$ cat config.mk
export PLATFORM = sky130hd
export DESIGN_NAME = limit_order_book_matcher
export DESIGN_NICKNAME = d
export VERILOG_FILES = /design/src/sv/lobm_pkg.sv /design/src/sv/limit_order_book_matcher.sv /design/src/sv/lobm_entry_ram.sv
export SDC_FILE = /design/constraint.sdc
export NUM_CORES = 2
export LEC_CHECK = 0
export BUFFER_PORTS_ARGS = -buffer_cell sky130_fd_sc_hd__buf_2
export CORE_ASPECT_RATIO = 1.2
export CORE_MARGIN = 3
export CORE_UTILIZATION = 55
export DETAILED_ROUTE_END_ITERATION = 7
export HOLD_SLACK_MARGIN = 0.12
export PLACE_DENSITY_LB_ADDON = 0.25
export SYNTH_ARGS = -nofsm -noshare
export SYNTH_HDL_FRONTEND = slang
export SYNTH_SLANG_ARGS = --single-unit
$ cat constraint.sdc
create_clock -name clk -period 10.96 [get_ports clk]
set_input_delay 2.74 -clock clk [delete_from_list [all_inputs] [get_ports clk]]
set_output_delay 2.74 -clock clk [all_outputs]
set_load 0.02 [all_outputs]
$ cat src/sv/lobm_pkg.sv
// ----------------------------------------------------------------------------
// lobm_pkg
// Shared codes and default sizes for the limit order book matcher.
// ----------------------------------------------------------------------------
package lobm_pkg;

  localparam int unsigned MAX_ORDERS_DEF = 32;
  localparam int unsigned PRICE_BITS_DEF = 16;
  localparam int unsigned QTY_BITS_DEF   = 16;
  localparam int unsigned ID_BITS_DEF    = 16;

  localparam int unsigned ARR_W    = 16;
  localparam int unsigned CMD_W    = 2;
  localparam int unsigned STATUS_W = 3;

  typedef logic [CMD_W-1:0]    cmd_t;
  typedef logic [STATUS_W-1:0] status_t;

  localparam cmd_t CMD_LIMIT  = 2'd0;
  localparam cmd_t CMD_MARKET = 2'd1;
  localparam cmd_t CMD_CANCEL = 2'd2;
  localparam cmd_t CMD_UNUSED = 2'd3;

  localparam logic SIDE_BUY  = 1'b0;
  localparam logic SIDE_SELL = 1'b1;

  localparam logic KIND_TRADE  = 1'b0;
  localparam logic KIND_STATUS = 1'b1;

  localparam status_t ST_RESTING   = 3'd0;
  localparam status_t ST_PARTIAL   = 3'd1;
  localparam status_t ST_FILLED    = 3'd2;
  localparam status_t ST_MKT_DROP  = 3'd3;
  localparam status_t ST_CANCELLED = 3'd4;
  localparam status_t ST_NOT_FOUND = 3'd5;
  localparam status_t ST_ZERO_QTY  = 3'd6;
  localparam status_t ST_BOOK_FULL = 3'd7;

endpackage

$ cat src/sv/limit_order_book_matcher.sv
// Sequence: each trade of a new order runs a best-entry scan, a trade issue and an
// output handshake; a final scan that finds no acceptable match leads a limit order
// into the free-slot search, and every command ends with the top-of-book scan; a
// cancel reports after its cancel scan and the top-of-book scan.
// Flow: one item at a time; the scans over the entry RAM set the pace.
// Reset: book empty, arrival counter and last trade price zero; no clearing pass.
// ----------------------------------------------------------------------------
// limit_order_book_matcher
// Price-time priority order book: matches, rests, cancels, reports top of book.
// ----------------------------------------------------------------------------
module limit_order_book_matcher #(
  parameter int unsigned MAX_ORDERS = lobm_pkg::MAX_ORDERS_DEF,
  parameter int unsigned PRICE_BITS = lobm_pkg::PRICE_BITS_DEF,
  parameter int unsigned QTY_BITS   = lobm_pkg::QTY_BITS_DEF,
  parameter int unsigned ID_BITS    = lobm_pkg::ID_BITS_DEF
) (
  input  logic                          clk,
  input  logic                          rst_n,
  input  logic                          in_valid,
  output logic                          in_ready,
  input  lobm_pkg::cmd_t                in_command,
  input  logic                          in_side,
  input  logic [PRICE_BITS-1:0]         in_limit_price,
  input  logic [QTY_BITS-1:0]           in_quantity,
  input  logic [ID_BITS-1:0]            in_order_id,
  output logic                          out_valid,
  input  logic                          out_ready,
  output logic                          out_result_kind,
  output logic [ID_BITS-1:0]            out_buyer_id,
  output logic [ID_BITS-1:0]            out_seller_id,
  output logic [PRICE_BITS-1:0]         out_trade_price,
  output logic [QTY_BITS-1:0]           out_trade_qty,
  output lobm_pkg::status_t             out_order_status,
  output logic [PRICE_BITS-1:0]         out_best_bid,
  output logic [QTY_BITS-1:0]           out_best_bid_volume,
  output logic [PRICE_BITS-1:0]         out_best_ask,
  output logic [QTY_BITS-1:0]           out_best_ask_volume,
  output logic [PRICE_BITS-1:0]         out_last_trade_price,
  output logic                          out_last
);

  import lobm_pkg::*;

  localparam int unsigned IDX_W = $clog2(MAX_ORDERS);
  localparam int unsigned CNT_W = IDX_W + 1;
  localparam logic [CNT_W-1:0] CNT_END = CNT_W'(MAX_ORDERS);
  localparam int unsigned ENT_W = 1 + PRICE_BITS + QTY_BITS + ID_BITS + ARR_W;
  localparam int unsigned OFS_ID  = ARR_W;
  localparam int unsigned OFS_QTY = ARR_W + ID_BITS;
  localparam int unsigned OFS_PRC = ARR_W + ID_BITS + QTY_BITS;

  localparam logic [2:0] S_IDLE   = 3'd0;
  localparam logic [2:0] S_MATCH  = 3'd1;
  localparam logic [2:0] S_TRADE  = 3'd2;
  localparam logic [2:0] S_TWAIT  = 3'd3;
  localparam logic [2:0] S_CANCEL = 3'd4;
  localparam logic [2:0] S_FREE   = 3'd5;
  localparam logic [2:0] S_TOP    = 3'd6;
  localparam logic [2:0] S_STAT   = 3'd7;

  logic [2:0]            state_r;
  logic [CNT_W-1:0]      cnt_r;
  logic                  pend_r;
  logic [IDX_W-1:0]      pidx_r;
  logic [MAX_ORDERS-1:0] valid_r;
  logic [ARR_W-1:0]      arr_cnt_r;
  logic [PRICE_BITS-1:0] recent_r;

  logic                  side_r;
  logic                  market_r;
  logic [PRICE_BITS-1:0] lim_r;
  logic [QTY_BITS-1:0]   rem_r;
  logic [ID_BITS-1:0]    id_r;
  logic                  traded_r;
  logic                  hit_r;
  status_t               status_r;

  logic                  bfound_r;
  logic [IDX_W-1:0]      bidx_r;
  logic [PRICE_BITS-1:0] bprice_r;
  logic [QTY_BITS-1:0]   brem_r;
  logic [ID_BITS-1:0]    bident_r;
  logic [ARR_W-1:0]      barr_r;
  logic [ARR_W-1:0]      bage_r;

  logic                  bid_found_r, ask_found_r;
  logic [PRICE_BITS-1:0] bid_px_r, ask_px_r;
  logic [QTY_BITS-1:0]   bid_vol_r, ask_vol_r;

  logic                  ov_r;
  logic                  okind_r;
  logic [ID_BITS-1:0]    obuy_r, osell_r;
  logic [PRICE_BITS-1:0] otpx_r;
  logic [QTY_BITS-1:0]   otqty_r;
  status_t               ostat_r;
  logic [PRICE_BITS-1:0] obb_r, oba_r, oltp_r;
  logic [QTY_BITS-1:0]   obbv_r, obav_r;
  logic                  olast_r;

  logic                  scanning;
  logic                  issue;
  logic                  scan_done;
  logic                  wr_en;
  logic [IDX_W-1:0]      wr_addr;
  logic [ENT_W-1:0]      wr_data;
  logic [ENT_W-1:0]      rd_data;
  logic                  e_side;
  logic [PRICE_BITS-1:0] e_price;
  logic [QTY_BITS-1:0]   e_rem;
  logic [ID_BITS-1:0]    e_ident;
  logic [ARR_W-1:0]      e_arr;
  logic [ARR_W-1:0]      e_age;
  logic                  opp;
  logic                  e_hit;
  logic                  e_better;
  logic [QTY_BITS-1:0]   fill;
  logic                  free_hit;
  logic                  price_bad;
  logic                  top_vld;
  logic                  top_better;
  logic [PRICE_BITS-1:0] top_px;
  logic                  top_found;
  logic [QTY_BITS-1:0]   top_vol;
  logic [QTY_BITS:0]     top_sum;
  logic [QTY_BITS-1:0]   top_sat;

  assign in_ready  = (state_r == S_IDLE);
  assign scanning  = (state_r == S_MATCH) || (state_r == S_CANCEL) || (state_r == S_TOP);
  assign issue     = scanning && (cnt_r != CNT_END);
  assign scan_done = scanning && (cnt_r == CNT_END) && !pend_r;
  assign opp       = ~side_r;

  assign e_arr   = rd_data[ARR_W-1:0];
  assign e_ident = rd_data[OFS_ID +: ID_BITS];
  assign e_rem   = rd_data[OFS_QTY +: QTY_BITS];
  assign e_price = rd_data[OFS_PRC +: PRICE_BITS];
  assign e_side  = rd_data[ENT_W-1];
  assign e_age   = arr_cnt_r - e_arr;

  // best-entry candidate: better price, or same price and older
  assign e_hit    = pend_r && valid_r[pidx_r] && (e_side == opp);
  assign e_better = !bfound_r
                 || ((opp == SIDE_BUY) ? (e_price > bprice_r) : (e_price < bprice_r))
                 || ((e_price == bprice_r) && (e_age > bage_r));

  assign price_bad = !market_r &&
                     ((side_r == SIDE_BUY) ? (bprice_r > lim_r) : (bprice_r < lim_r));

  assign fill     = (rem_r < brem_r) ? rem_r : brem_r;
  assign free_hit = (state_r == S_FREE) && (cnt_r != CNT_END) && !valid_r[cnt_r[IDX_W-1:0]];

  // top-of-book per side
  assign top_vld    = pend_r && valid_r[pidx_r];
  assign top_found  = (e_side == SIDE_BUY) ? bid_found_r : ask_found_r;
  assign top_px     = (e_side == SIDE_BUY) ? bid_px_r : ask_px_r;
  assign top_vol    = (e_side == SIDE_BUY) ? bid_vol_r : ask_vol_r;
  assign top_better = !top_found ||
                      ((e_side == SIDE_BUY) ? (e_price > top_px) : (e_price < top_px));
  assign top_sum    = {1'b0, top_vol} + {1'b0, e_rem};
  assign top_sat    = top_sum[QTY_BITS] ? {QTY_BITS{1'b1}} : top_sum[QTY_BITS-1:0];

  always_comb begin
    wr_en   = 1'b0;
    wr_addr = cnt_r[IDX_W-1:0];
    wr_data = {side_r, lim_r, rem_r, id_r, arr_cnt_r};
    if (state_r == S_TRADE) begin
      wr_en   = 1'b1;
      wr_addr = bidx_r;
      wr_data = {opp, bprice_r, brem_r - fill, bident_r, barr_r};
    end else if (free_hit) begin
      wr_en = 1'b1;
    end
  end

  lobm_entry_ram #(
    .DEPTH  (MAX_ORDERS),
    .DATA_W (ENT_W)
  ) u_ram (
    .clk     (clk),
    .wr_en   (wr_en),
    .wr_addr (wr_addr),
    .wr_data (wr_data),
    .rd_addr (cnt_r[IDX_W-1:0]),
    .rd_data (rd_data)
  );

  always_ff @(posedge clk) begin
    if (!rst_n) begin
      state_r   <= S_IDLE;
      cnt_r     <= '0;
      pend_r    <= 1'b0;
      valid_r   <= '0;
      arr_cnt_r <= '0;
      recent_r  <= '0;
      ov_r      <= 1'b0;
    end else begin
      pend_r <= issue;
      pidx_r <= cnt_r[IDX_W-1:0];
      if (issue) begin
        cnt_r <= cnt_r + 1'b1;
      end

      unique case (state_r)
        S_IDLE: begin
          if (in_valid) begin
            side_r   <= in_side;
            lim_r    <= in_limit_price;
            rem_r    <= in_quantity;
            id_r     <= in_order_id;
            market_r <= (in_command == CMD_MARKET) || (in_limit_price == '0);
            traded_r <= 1'b0;
            hit_r    <= 1'b0;
            bfound_r <= 1'b0;
            cnt_r    <= '0;
            bid_found_r <= 1'b0;
            ask_found_r <= 1'b0;
            bid_px_r <= '0;
            ask_px_r <= '0;
            bid_vol_r <= '0;
            ask_vol_r <= '0;
            if (in_command == CMD_UNUSED) begin
              status_r <= ST_NOT_FOUND;
              state_r  <= S_TOP;
            end else if (in_command == CMD_CANCEL) begin
              state_r <= S_CANCEL;
            end else if (in_quantity == '0) begin
              status_r <= ST_ZERO_QTY;
              state_r  <= S_TOP;
            end else begin
              state_r <= S_MATCH;
            end
          end
        end

        S_MATCH: begin
          if (e_hit && e_better) begin
            bfound_r <= 1'b1;
            bidx_r   <= pidx_r;
            bprice_r <= e_price;
            brem_r   <= e_rem;
            bident_r <= e_ident;
            barr_r   <= e_arr;
            bage_r   <= e_age;
          end
          if (scan_done) begin
            cnt_r <= '0;
            if (!bfound_r || price_bad) begin
              if (market_r) begin
                status_r <= ST_MKT_DROP;
                state_r  <= S_TOP;
              end else begin
                state_r <= S_FREE;
              end
            end else begin
              state_r <= S_TRADE;
            end
          end
        end

        S_TRADE: begin
          rem_r    <= rem_r - fill;
          traded_r <= 1'b1;
          recent_r <= bprice_r;
          if (brem_r == fill) begin
            valid_r[bidx_r] <= 1'b0;
          end
          ov_r    <= 1'b1;
          okind_r <= KIND_TRADE;
          obuy_r  <= (side_r == SIDE_BUY) ? id_r : bident_r;
          osell_r <= (side_r == SIDE_BUY) ? bident_r : id_r;
          otpx_r  <= bprice_r;
          otqty_r <= fill;
          ostat_r <= ST_RESTING;
          obb_r   <= '0;
          obbv_r  <= '0;
          oba_r   <= '0;
          obav_r  <= '0;
          oltp_r  <= '0;
          olast_r <= 1'b0;
          state_r <= S_TWAIT;
        end

        S_TWAIT: begin
          if (out_ready) begin
            ov_r     <= 1'b0;
            bfound_r <= 1'b0;
            cnt_r    <= '0;
            if (rem_r == '0) begin
              status_r <= ST_FILLED;
              state_r  <= S_TOP;
            end else begin
              state_r <= S_MATCH;
            end
          end
        end

        S_CANCEL: begin
          if (pend_r && valid_r[pidx_r] && (e_ident == id_r)) begin
            valid_r[pidx_r] <= 1'b0;
            hit_r <= 1'b1;
          end
          if (scan_done) begin
            cnt_r    <= '0;
            status_r <= hit_r ? ST_CANCELLED : ST_NOT_FOUND;
            state_r  <= S_TOP;
          end
        end

        S_FREE: begin
          if (cnt_r == CNT_END) begin
            cnt_r    <= '0;
            status_r <= ST_BOOK_FULL;
            state_r  <= S_TOP;
          end else if (free_hit) begin
            valid_r[cnt_r[IDX_W-1:0]] <= 1'b1;
            arr_cnt_r <= arr_cnt_r + 1'b1;
            cnt_r     <= '0;
            status_r  <= traded_r ? ST_PARTIAL : ST_RESTING;
            state_r   <= S_TOP;
          end else begin
            cnt_r <= cnt_r + 1'b1;
          end
        end

        S_TOP: begin
          if (top_vld) begin
            if (e_side == SIDE_BUY) begin
              bid_found_r <= 1'b1;
              if (top_better) begin
                bid_px_r  <= e_price;
                bid_vol_r <= e_rem;
              end else if (e_price == top_px) begin
                bid_vol_r <= top_sat;
              end
            end else begin
              ask_found_r <= 1'b1;
              if (top_better) begin
                ask_px_r  <= e_price;
                ask_vol_r <= e_rem;
              end else if (e_price == top_px) begin
                ask_vol_r <= top_sat;
              end
            end
          end
          if (scan_done) begin
            ov_r    <= 1'b1;
            okind_r <= KIND_STATUS;
            obuy_r  <= '0;
            osell_r <= '0;
            otpx_r  <= '0;
            otqty_r <= '0;
            ostat_r <= status_r;
            obb_r   <= bid_px_r;
            obbv_r  <= bid_vol_r;
            oba_r   <= ask_px_r;
            obav_r  <= ask_vol_r;
            oltp_r  <= recent_r;
            olast_r <= 1'b1;
            state_r <= S_STAT;
          end
        end

        S_STAT: begin
          if (out_ready) begin
            ov_r    <= 1'b0;
            state_r <= S_IDLE;
          end
        end

        default: state_r <= S_IDLE;
      endcase
    end
  end

  assign out_valid            = ov_r;
  assign out_result_kind      = okind_r;
  assign out_buyer_id         = obuy_r;
  assign out_seller_id        = osell_r;
  assign out_trade_price      = otpx_r;
  assign out_trade_qty        = otqty_r;
  assign out_order_status     = ostat_r;
  assign out_best_bid         = obb_r;
  assign out_best_bid_volume  = obbv_r;
  assign out_best_ask         = oba_r;
  assign out_best_ask_volume  = obav_r;
  assign out_last_trade_price = oltp_r;
  assign out_last             = olast_r;

endmodule

$ cat src/sv/lobm_entry_ram.sv
// ----------------------------------------------------------------------------
// lobm_entry_ram
// Resting order store: one write port, one read port with registered data.
// ----------------------------------------------------------------------------
module lobm_entry_ram #(
  parameter int unsigned DEPTH  = 32,
  parameter int unsigned DATA_W = 65
) (
  input  logic                     clk,
  input  logic                     wr_en,
  input  logic [$clog2(DEPTH)-1:0] wr_addr,
  input  logic [DATA_W-1:0]        wr_data,
  input  logic [$clog2(DEPTH)-1:0] rd_addr,
  output logic [DATA_W-1:0]        rd_data
);

  logic [DATA_W-1:0] mem [DEPTH];

  always_ff @(posedge clk) begin
    if (wr_en) begin
      mem[wr_addr] <= wr_data;
    end
  end

  always_ff @(posedge clk) begin
    rd_data <= mem[rd_addr];
  end

endmodule
Yosys cells after proc, flatten, opt, wreduce, memory -nomap -nowiden
Memories as Yosys holds them, arrays and structs flattened. A register that Yosys moved wholly into a read port is not among the register bits.
Cells that the tools add are included.
Widths: inputs -> output; s select.
{"block": "op_classes", "addsub": 6, "mul": 0, "div_mod_pow": 0, "n_lt_le_gt_ge": 14, "eq_ne": 40, "shift": 0, "mux": 119, "n_bitwise": 7, "n_reduce_logical": 57}
{"cell": "$pmux 16 s2", "count": 14}
{"cell": "$mux 16", "count": 25}
{"cell": "$mux 32", "count": 4}
{"cell": "$pmux 32 s3", "count": 1}
{"cell": "$mux 3", "count": 26}
{"cell": "$mux 65", "count": 1}
{"cell": "$and 32x32->32", "count": 2}
{"cell": "$eq 16x16->1", "count": 4}
{"cell": "$gt 16x16->1", "count": 4}
{"cell": "$lt 16x16->1", "count": 4}
{"cell": "$not 32->32", "count": 2}
{"cell": "$logic_not 16->1", "count": 3}
{"cell": "$sub 16x16->16", "count": 3}
{"cell": "$mux 6", "count": 6}
{"cell": "$or 32x32->32", "count": 1}
{"cell": "$ne 2x2->1 const B", "count": 13}
{"cell": "$mux 1", "count": 24}
{"cell": "$pmux 3 s8", "count": 1}
{"cell": "$pmux 6 s4", "count": 1}
{"cell": "$reduce_and 6->1", "count": 4}
{"cell": "$reduce_and 5->1", "count": 4}
{"cell": "$lt 5x6->1 const B", "count": 3}
{"cell": "$reduce_and 3->1", "count": 6}
{"cell": "$add 16x16->17", "count": 1}
{"cell": "other kinds (35)", "count": 86}
{"block": "totals", "ff_bits": 435, "latchBits": 0, "ramBits": 2080, "rom_bits": 0, "output_inout_bits": 151, "wordCells": 284, "memories": 1}
{"memory": "u_ram.mem", "words": 32, "word_bits": 65, "rd": 1, "rd_clocked_by_memory_dff": 1, "write_ports": 1, "line_no": "lobm_entry_ram.sv:17", "source": "logic [DATA_W-1:0] mem [DEPTH];"}

Longest topological paths before layout
{"block": "logic_depth", "word_depth": 8, "ltp_mapped": 21, "mapped_depth_nobuf": 21}

Hierarchy
From an unflattened synthesis, not the netlist that was laid out.
{"block": "unflattened", "hier_cells": 5343, "hier_area_um2": 103713.2}
{"mod": "lobm_entry_ram", "n_inst": 1, "cells_per_inst": 3147, "area_each_um2": 80188.2, "seq_area_each_um2": 63761.2}
{"mod": "limit_order_book_matcher", "n_inst": 1, "cells_per_inst": 2196, "area_each_um2": 23525.1, "seq_area_each_um2": 12311.8}

Worst setup path before layout
Ideal clock, no wire load.
{"block": "synth_timing", "path_type": "register -> register", "from": "reg cnt_r[0]", "to": "mem u_ram.mem[9][0], enable pin", "setup_ns": 0.568, "arrival_ns": 7.277, "slack_ns": 3.115, "path_stages_with_launch": 14, "n_path_buf": 4, "synth_period_minus_slack_ns": 7.845, "path_cell_list": "dfxtp_1 -> buf_2 -> buf_2 -> clkbuf_1 -> inv_1 -> ha_1 -> clkbuf_1 -> nand3_1 -> nand2_1 -> nor2_1 -> inv_2 -> o22ai_1 -> nand2b_1 -> nor3_1"}
{"block": "synth_between", "elab_chain_len": 8, "elab_cells_between_ends": 11, "cone_classes": "eq/ne: 1; mux: 7; reduce/logical: 3"}
{"element": "from (decl)", "line_no": "limit_order_book_matcher.sv:62", "source": "logic [CNT_W-1:0] cnt_r;"}
{"element": "from (signal assigned)", "line_no": "limit_order_book_matcher.sv:200", "source": "cnt_r <= cnt_r + 1'b1;"}
{"element": "from (signal assigned)", "line_no": "limit_order_book_matcher.sv:321", "source": "cnt_r <= cnt_r + 1'b1;"}
{"element": "$bmux 1 s5", "line_no": "limit_order_book_matcher.sv:150", "source": "assign free_hit = (state_r == S_FREE) && (cnt_r != CNT_END) && !valid_r[cnt_r[IDX_W-1:0]];"}
{"element": "$mux 1 (not written as such)", "line_no": "limit_order_book_matcher.sv:150"}
{"element": "$logic_not 1->1", "line_no": "limit_order_book_matcher.sv:150"}
{"element": "$logic_and 1x1->1", "line_no": "limit_order_book_matcher.sv:150"}
{"element": "$mux 1", "line_no": "limit_order_book_matcher.sv:170", "source": "end else if (free_hit) begin"}
{"element": "$mux 1", "line_no": "limit_order_book_matcher.sv:166", "source": "if (state_r == S_TRADE) begin"}
{"element": "$mux 1", "line_no": "lobm_entry_ram.sv:20", "source": "if (wr_en) begin"}
{"element": "$mux 1 (not written as such)", "line_no": "lobm_entry_ram.sv:21", "source": "mem[wr_addr] <= wr_data;"}
{"element": "to (decl)", "line_no": "lobm_entry_ram.sv:17"}
Several ways; a longest one is shown, not always the timed one. The select of a mux whose other input is x is not followed.

Final worst setup path
{"block": "layout_timing", "from": "reg u_ram.rd_data[1], read port of u_ram.mem", "to": "reg bident_r[1], enable pin"}
{"block": "layout_between", "elab_chain_len": 6}
{"element": "from (decl)", "line_no": "lobm_entry_ram.sv:14", "source": "output logic [DATA_W-1:0] rd_data"}
{"element": "$sub 16x16->16", "line_no": "limit_order_book_matcher.sv:138", "source": "assign e_age = arr_cnt_r - e_arr;"}
{"element": "via e_age[13]", "line_no": "limit_order_book_matcher.sv:112", "source": "logic [ARR_W-1:0] e_age;"}
{"element": "$gt 16x16->1", "line_no": "limit_order_book_matcher.sv:144", "source": "|| ((e_price == bprice_r) && (e_age > bage_r));"}
{"element": "$logic_and 1x1->1", "line_no": "limit_order_book_matcher.sv:144"}
{"element": "$logic_or 1x1->1", "line_no": "limit_order_book_matcher.sv:144"}
{"element": "$logic_and 1x1->1", "line_no": "limit_order_book_matcher.sv:236", "source": "if (e_hit && e_better) begin"}
{"element": "$reduce_and 3->1 (no source line)"}
{"element": "to (signal assigned)", "line_no": "limit_order_book_matcher.sv:241", "source": "bident_r <= e_ident;"}
{"element": "to (decl)", "line_no": "limit_order_book_matcher.sv:82", "source": "logic [ID_BITS-1:0] bident_r;"}
The timed path passes the listed nets, and every way through them passes these cells.
A chain may end at the register's enable or synchronous reset.

==> impl_metrics.toml <==
[layout]
final_common_cell = "edfxtp_1"
seqCellArea_sq_mm = 0.0761
final_cell_mix = "edfxtp_1 (2440), mux4_2 (530), a22oi_1 (259), nand2_1 (240), clkbuf_16 (234)"
largest_reg_flops = 2080
drive_gt1_share_pct = 22.3
multi_input_area_sq_mm = 0.0249
reg_top3 = "u_ram.mem x2080, u_ram.rd_data x65, valid_r x32"
n_fill_cell = 12800
fin_cells = 8295
area_growth_pct = 11.7
finalNetCount = 5858
top_register = "u_ram.mem"
stdcell_area_sq_mm = 0.114

[clocking]
cts.repair.resized = 0
clk_latency_ns = 0.88
cts-root-buf = "clkbuf_16"
path_clk_slew_ns = 0.07
cts_sinks = 2580
cts_hold_buf = 0
cts_buffers = 232
cts_tree = "yes"
clk_path_buf_depth = 3
cts_htree_levels = 4
cts_setup_buffers = 0

[sta]
rsz0062_at_grt = "no"
hold-worst-slack_ns = 0.429
worstMarginPinSlew_ns = 1.36
worst_slew_margin_rel_pct = 9.41
fmax_mhz = 149
maxSlewViolCount = 0
min_period_ns = 6.73
finalCritPeriodShare_pct = 61.4
fin_setup_tns_ns = 0
setup_viol = 0
final.setup_skew_ns = 0.0400
finalHoldViolCount = 0

[floorplan]
start_util_pct = 55.6
dieHeight_um = 478
die-area_sq_mm = 0.191
io-pin-count = 206
coreArea_sq_mm = 0.184
rows = 172
die_x_um = 399

[logic_synthesis]
yosys_warnings = 0
synth_enable_flop_cells = 2440
ys_types = 82
async_flop_share_pct = 0
syn_nets = 5579
ys_seq_area_share_pct = 74.5
avgSynthCellArea_sq_um = 19.0
syn_inst = 5375
synthFlopType = "edfxtp_1"
synth.cell_area_sq_mm = 0.102
synth.ff_latch_count = 2580

[detailed_routing]
antenna_left = 0
wirelength_mm = 259
drt_iter0_drc = 6528
drtPass1Iterations = 8
num_vias = 54600
avgRoutedWirePerCell_um = 31.2
drc_errors = 1
routed_via_density = 6.58

[place]
dp_hpwl_mm = 139
port_buffers = 205
place.gp.congestion = 0.907
place_inst = 7856
place_area_sq_mm = 0.106

[setup_path]
worstPathRequired_ns = 11.45
reg2reg_from = "u_ram.rd_data[1]"
path_cells = "inv_1, ha_1, nor2b_1, o21a_1, o21ai_1, a21oi_1, a41o_1, o41ai_1, o21bai_1, a21oi_1, xnor2_1, ha_1, nand2_1, nor3_1, o211ai_1, nand4_1, o2111ai_1, a311oi_1, o21bai_1, nor2_4, buf_4"
startpoint = "u_ram.rd_data[1]"
cp_slowest_cell = "nor2_4"
slowest_delay_ns = 0.92
rr_endpoint = "bident_r[1]"
cp-end-kind = "flop"
path_max_fanout = 53
ff2ff_setup_slack_ns = 4.23
worstSetupPathType = "reg2reg"
rr_worst_depth = 21
start_kind = "flop"
critical_path_arrival_ns = 7.22

[min_path]
min_to = "barr_r[5]"
min_path_cells = 0
hold_path.class = "reg2reg"
hold_start = "u_ram.rd_data[5]"

[global_routing]
grt_pass1_vias = 54300
track_usage_pct = 27.2
gr-total-overflow = 0
grt_pass1_wl_mm = 376
antenna_found_initial = 5
grt_start_max_net_pins = 142

[job]
maxCapViolations = 0

[run_status]
status = "finished, violations left"
violations = "DRC"

[power_and_ir_drop]
p_per_area_mw_per_mm2 = 226
irDropWorstVdd_uv = 177
leakagePower_nw = 37.0
## layout make-up
class                      count  area share (%)
antenna                        2         0.00439
clock buffer                 321            5.57
multi-input combinational   2388            21.8
inverter                     129           0.428
sequential                  2580            66.7
clock inverter               116            1.14
tap                         2436            2.67
timing repair buffer         323            1.73
## layer usage
layer / global-route usage (%) / wire length, um
met1: 38.8 / 101000
met2: 44.0 / 127000
met5: 0 / 0
met4: 8.59 / 8070
met3: 4.01 / 22800
## cells by family (layout without fill, tap and decap cells)
kind of cell	Yosys count	in the layout	share of synthesized area (%)
AOI/OAI and AO/OA	690	690	4.68
xor gates and xnor gates	77	77	0.660
adders and majority gates	149	149	1.85
buffers and inverters	407	889	1.60
DFF	2580	2580	74.5
muxes	629	629	12.7
other	0	2	0
and+or+nand+nor	843	843	4.04
## critical path: cells and delay by family, from the launching register on
family / cells / cell delay [ns]
AO/OA/AOI/OAI: 11 / 2.68
XOR/XNOR: 1 / 0.10
adder cells (fa/ha/maj): 2 / 0.58
buffers and inverters: 2 / 0.86
flip-flops: 1 / 0.39
AND/OR/NAND/NOR: 5 / 1.56
## report_power, final
| group | internal [mW] | total (mW) | switching, mW |
|---|---|---|---|
| Combinational | 2.02 | 5.24 | 3.22 |
| Sequential | 12.0 | 12.4 | 0.360 |
| Clock | 4.60 | 8.14 | 3.54 |
## metrics by stage
stage	power [mW]	util [%]	setup WS (ns)
floorplan	16.2	-	3.11
global placement	17.7	57.9	4.42
detailed placement	17.8	57.9	4.34
CTS	25.9	62.1	4.34
global route	26.7	62.1	3.90
finish	25.7	62.1	4.23
## worst max path at each step
stage,cells past startpoint,end,slack (ns)
final,21,bident_r[1],4.23
after global routing,21,bident_r[1],3.90
after CTS,21,bident_r[1],4.34
after detailed placement,21,bident_r[13],4.34
after global placement,21,bident_r[13],4.42
after floorplan,13,u_ram.mem[9][0],3.11
## Yosys cell counts (all sizes together), types with 31 or more instances
library cell / n / area, sq um
nand2: 242 / 925
dfxtp: 140 / 2800
nand4: 85 / 532
buf: 79 / 407
o21ai: 110 / 551
nor3: 51 / 265
xnor2: 36 / 315
nand3: 44 / 220
a21oi: 116 / 581
clkbuf: 199 / 748
mux4: 530 / 11900
and3: 119 / 744
nor2: 197 / 739
xor2: 41 / 359
a22oi: 259 / 1940
mux2i: 82 / 821
ha: 145 / 1810
edfxtp: 2440 / 73300
a31oi: 31 / 194
inv: 129 / 484
Power figures use the tool's default switching activity.
